## src/sqa_pkg.sv

```systemverilog
// Shared types, widths and arithmetic step functions for the small-angle quaternion update.
// Used by every module of the block but the port-level checker; depends on nothing.
package sqa_pkg;

    localparam int DATA_W     = 32;
    localparam int PROD_W     = 64;
    localparam int PMAG_W     = 63;
    localparam int MAG_W      = 30;
    localparam int SQ_W       = 60;
    localparam int SUM_W      = 62;
    localparam int ROOT_W     = 31;
    localparam int QUO_W      = 31;
    localparam int IDX_W      = 6;
    localparam int NORM_MSB   = 29;
    localparam int Q_SHIFT    = 29;
    localparam int SQRT_STEPS = 32;
    localparam int DIV_STEPS  = QUO_W;
    localparam int LANES      = 4;

    typedef logic [MAG_W-1:0]  mag_t;
    typedef logic [ROOT_W-1:0] root_t;

    typedef struct packed {
        mag_t [LANES-1:0] mag;
        logic [LANES-1:0] neg;
        logic             zero;
    } side_t;

    typedef struct packed {
        logic [63:0] v;
        logic [63:0] res;
    } sqrt_t;

    typedef struct packed {
        logic [QUO_W-1:0]  rem;
        logic [QUO_W-1:0]  quo;
    } div_t;

    typedef logic [LANES-1:0][DATA_W-1:0] result_t;

    // Quarter of a product, truncated toward zero.
    function automatic logic signed [PROD_W-1:0] quarter(input logic signed [PROD_W-1:0] p);
        logic signed [PROD_W-1:0] t;
        begin
            t = p + (p[PROD_W-1] ? 64'sd3 : 64'sd0);
            return t >>> 2;
        end
    endfunction

    // One digit of the bitwise integer square root, with trial bit 4^k.
    function automatic sqrt_t sqrt_step(input sqrt_t s, input int k);
        logic [63:0] b;
        logic [63:0] t;
        sqrt_t       r;
        begin
            b = 64'd1 << (2 * k);
            t = s.res + b;
            if (s.v >= t)
            begin
                r.v   = s.v - t;
                r.res = (s.res >> 1) + b;
            end
            else
            begin
                r.v   = s.v;
                r.res = s.res >> 1;
            end
            return r;
        end
    endfunction

    // One quotient bit of restoring division by a normalized root.
    function automatic div_t div_step(input div_t d, input logic in_bit, input root_t n);
        logic [QUO_W:0] t;
        div_t           r;
        begin
            t = {d.rem, in_bit};
            if (t >= {1'b0, n})
            begin
                t     = t - {1'b0, n};
                r.quo = {d.quo[QUO_W-2:0], 1'b1};
            end
            else
            begin
                r.quo = {d.quo[QUO_W-2:0], 1'b0};
            end
            r.rem = t[QUO_W-1:0];
            return r;
        end
    endfunction

endpackage

```

## src/sqa_skid.sv

```systemverilog
// Output register with one skid entry, which takes one item when the output stalls so the pipeline can move on.
// Depends on sqa_pkg for the result type.
module sqa_skid (
    input  logic                   clk,
    input  logic                   rst_n,
    input  logic                   in_vld,
    output logic                   in_rdy,
    input  sqa_pkg::result_t       in_res,
    output logic                   out_vld,
    input  logic                   out_rdy,
    output sqa_pkg::result_t       out_res
);

    logic             out_vld_reg, skid_vld_reg;
    sqa_pkg::result_t out_res_reg, skid_res_reg;
    logic             push;

    assign in_rdy = !skid_vld_reg;
    assign push   = in_vld && !skid_vld_reg;

    always_ff @(posedge clk or negedge rst_n)
    begin
        if (!rst_n)
        begin
            out_vld_reg  <= 1'b0;
            skid_vld_reg <= 1'b0;
        end
        else if (!out_vld_reg || out_rdy)
        begin
            out_vld_reg  <= skid_vld_reg || push;
            skid_vld_reg <= 1'b0;
        end
        else if (push)
        begin
            skid_vld_reg <= 1'b1;
        end
    end

    always_ff @(posedge clk)
    begin
        if (!out_vld_reg || out_rdy)
        begin
            out_res_reg <= skid_vld_reg ? skid_res_reg : in_res;
        end
        else if (push)
        begin
            skid_res_reg <= in_res;
        end
    end

    assign out_vld = out_vld_reg;
    assign out_res = out_res_reg;

endmodule

```

## config.mk

```make
export PLATFORM = sky130hd
export DESIGN_NAME = sqa_skid
export DESIGN_NICKNAME = d
export VERILOG_FILES = /design/src/sqa_pkg.sv /design/src/sqa_skid.sv
export SDC_FILE = /design/constraint.sdc
export NUM_CORES = 1
export LEC_CHECK = 0
export BUFFER_PORTS_ARGS = -buffer_cell sky130_fd_sc_hd__clkbuf_2
export CELL_PAD_IN_SITES_DETAIL_PLACEMENT = 0
export CELL_PAD_IN_SITES_GLOBAL_PLACEMENT = 1
export CORE_AREA = 5 5 175 177
export DETAILED_ROUTE_END_ITERATION = 10
export DIE_AREA = 0 0 180 182
export GPL_TIMING_DRIVEN = 0
export MAX_ROUTING_LAYER = met4
export PLACE_DENSITY_LB_ADDON = 0.1
export SLEW_MARGIN = 10
export SYNTH_ARGS = -nofsm -noshare
export SYNTH_HDL_FRONTEND = slang
export SYNTH_SLANG_ARGS = --single-unit
```

## constraint.sdc

```tcl
create_clock -name clk -period 15.84 [get_ports clk]
set_clock_uncertainty 0.1 [all_clocks]
set_input_delay 1.584 -clock clk [delete_from_list [all_inputs] [get_ports clk]]
set_output_delay 1.584 -clock clk [all_outputs]
set_load 0.1 [all_outputs]
```

# Word level (Yosys, flattened, before mapping)
# Cells that the tools add are included.
[op_classes] order_cmp=0 n_eq_ne=0 muxes=3 shifts=0 n_bitwise=1 reduce_logical=7 div_mod_pow=0 addsub=0 mul=0
[ops] operator="128-bit two-way mux" count=1
[ops] operator="1-bit zero test" count=2
[ops] operator="1-bit logical OR" count=2
[ops] operator="1-bit two-way mux" count=2
[ops] operator="2-bit AND reduction" count=1
[ops] operator="2-bit nonzero test" count=1
[ops] operator="1-bit logical AND" count=1
[ops] operator="1-bit NOT" count=1
[word_totals] ff_bits=258 out_inout_bits=130 ramBits=0 latchBits=0 rom_bits=0 n_memories=0 input_bits=132 word_cells=21

# Longest topological paths before layout
[logic_depth] word_depth=4 mapped_depth=5 ltp_nobuf=2

# Worst setup path before layout
# No wires, ideal clock.
[synth_timing] path_kind="input to register" start="input port out_rdy" end="register skid_res_reg[0] (netlist name), enable pin" slack_ns=0.578 t_required_ns=14.943 t_arrival_ns=14.365 path_buffers=0 setup_ns=0.797 cell_stages=2 path_cell_list="nand2b_1 > nor3b_1"
[synth_via] elab_chain_cells=3
[synth_lines] element="start, declared" line_no="sqa_skid.sv:10" source="input logic out_rdy,"
[synth_lines] element="1-bit logical OR" line_no="sqa_skid.sv:41" source="if (!out_vld_reg || out_rdy)"
[synth_lines] element="1-bit NOT (no source line)"
[synth_lines] element="2-bit AND reduction (no source line)"
[synth_lines] element="end signal, assigned" line_no="sqa_skid.sv:47" source="skid_res_reg <= in_res;"
[synth_lines] element="end, declared" line_no="sqa_skid.sv:15" source="sqa_pkg::result_t out_res_reg, skid_res_reg;"
# Every way passes these cells.
# A chain may end at the register's enable or synchronous reset.

# Worst setup path after layout
[layout_timing] start="input port out_rdy" end="register skid_res_reg[49] (netlist name), enable pin"
# Same word-level chain as after synthesis.

==> flow_summary.yaml <==
run_status:
  outcome: "finished, final reports clean"
place:
  place_congestion: 0.741
  port_buffers: 261
  dp_hpwl_um: 14700
clock_tree:
  path_clk_slew_ns: 0.05
  clk_path_buf_depth: 3
  cts_root_buffer: "clkbuf_16"
  cts.sinks: 258
  cts_tree: "done"
  clk_latency_ns: 0.54
  cts.htree.levels: 1
  cts_setup_buffers: 0
  cts_made_buffers: 30
  cts_hold_buffers: 0
  ctsResizeCount: 0
setup_path:
  crit_fanout: 20
  arrival_ns: 4.09
  worstReg2RegStart: "skid_vld_reg$_DFFE_PN0P_"
  crit_path_end_kind: "flop"
  r2r_end: "skid_res_reg[49]$_DFFE_PP_"
  start_kind: "input port"
  r2r_slack_ns: 12.59
  setup.worst_path.class: "input port to flop"
  critPathRequiredTime_ns: 15.99
  worst_r2r_path_depth: 10
cells_and_area:
  area.growth.synth_to_final_pct: 30.1
  seq_area_mm2: 0.00774
  mostFrequentLayoutCell: "clkbuf_2"
  nNetsFinal: 848
  utilization_pct: 43.3
  layout-drive-gt1-share_pct: 62.7
  multi_input_area_mm2: 0.00181
  final_cell_mix: "clkbuf_2, edfxtp_1, mux2_4"
  fillerInstances: 2621
logic_synthesis:
  postSynthCellCount: 407
  ys_warn_count: 0
  yosysSeqAreaShare_pct: 79.9
  synth_area_leaders: "edfxtp_1, mux2_4, mux2_2"
  syn_nets: 539
  synth_top_area_share_pct: 79.4
  synth_area_mm2: 0.00968
  synth_cell_types: 12
  yosysTopAreaCell: "edfxtp_1"
  avgSynthCellArea_um2: 23.8
  synth_seq_cells: 258
timing:
  worst_slew_pin_slew_ns: 0.852
  max_slew_margin_pct: 43.0
  timing.final.crit_period_ns: 3.94
  fmax_mhz: 254
  hold_violations: 0
  rsz0062_at_grt: "false"
  fin_crit_sh_pct: 24.9
  final-max-slew-violation-count: 0
  setup_viol: 0
global_route:
  grt_pass1_wl_um: 31600
  antenna_found_initial: 1
  grt_max_degree: 58
  track_usage_pct: 12.5
  grt_pass1_vias: 5423
  overflow: 0
floorplan:
  rows: 63
  dieArea_mm2: 0.0328
  io_pins: 262
  die_w_um: 180
  core_area_mm2: 0.0291
  start_util_pct: 33.3
  die_h_um: 182
hold_path:
  worstHoldPathType: "flop to flop"
  hold_end: "out_res[55]$_DFFE_PP_"
  holdPathStages: 1
  hold_start: "skid_res_reg[55]$_DFFE_PP_"
run:
  cap_violations: 0
route:
  routedWlPerCell_um: 18.2
  wl_um: 20500
  drt-initial-drc-count: 202
  num_vias: 4870
  antenna_left: 0
  drc: 0
  firstDrtPassIters: 4
  vias_per_cell: 4.31
power:
  power.leakage_nw: 5.03
  finalPower_mw: 1.84
  powerDensity_mw_per_mm2: 146
  ir_drop_uv: 83.1
==> routing by layer <==
metal | GRT usage [%] | share of wire [%]
met4 | 3.54 | 2.7
met2 | 20.5 | 50
met5 | - | 0
met1 | 14.7 | 40
met3 | 4.33 | 8.0
==> power by group <==
part | switching [mW] | internal [mW] | total, mW
Combinational | 0.296 | 0.0800 | 0.376
Clock | 0.259 | 0.389 | 0.647
Sequential | 0.0122 | 0.809 | 0.822
==> kinds of logic after synthesis <==
logic type             after synthesis  share of synthesized area [%]
buffers and inverters               16                           1.56
flip-flops                         258                           79.9
multiplexers                       128                           18.3
AND/OR/NAND/NOR                      5                          0.259
==> through the flow <==
stage	hold slack (ns)	area, um2	setup slack [ns]	instances	setup TNS, ns
after CTS	0.446	12600	11.83	1128	0
final	0.445	12600	11.90	1129	0
after global placement	0.430	11500	-12.62	1058	-1613.60
after detailed placement	0.433	11700	11.25	1074	0
after global routing	0.455	12600	11.67	1129	0
after floorplan	0.423	9680	0.578	407	0
==> cell type report <==
class                      instances  area share (%)
clock buffer                      41            6.45
inverter                           1          0.0298
buffer                            15            1.17
antenna                            1          0.0199
timing repair buffer             277            11.8
multi-input combinational        133            14.3
sequential                       258            61.4
clock inverter                    13           0.933
tap                              390            3.87
==> synth_stat cells <==
master and n:
buf_6 10, nand2b_1 1, dfrtp_1 2, mux2_2 41
nand2_1 1, edfxtp_1 256, inv_1 1, nor2_1 2
mux2_4 87, nor3b_1 1, buf_2 4, buf_8 1
==> worst max path at each step <==
stage / from / to / slack (ns) / cells past startpoint
after CTS: out_rdy / skid_res_reg[49]$_DFFE_PP_ / 11.83 / 9
final: out_rdy / skid_res_reg[49]$_DFFE_PP_ / 11.90 / 9
after detailed placement: out_rdy / skid_res_reg[49]$_DFFE_PP_ / 11.25 / 9
after global placement: out_rdy / skid_res_reg[62]$_DFFE_PP_ / -12.62 / 3
after global routing: out_rdy / skid_res_reg[49]$_DFFE_PP_ / 11.67 / 9
after floorplan: out_rdy / skid_res_reg[0]$_DFFE_PP_ / 0.58 / 2
==> critical path, cell delays in order <==
cell	delay [ns]
clkbuf_2	0.08
nand2b_4	0.29
nor3b_2	0.78
buf_4	0.30
buf_6	0.16
buf_4	0.22
buf_4	0.24
buf_4	0.21
buf_4	0.19
(Power assumes the default switching activity.)
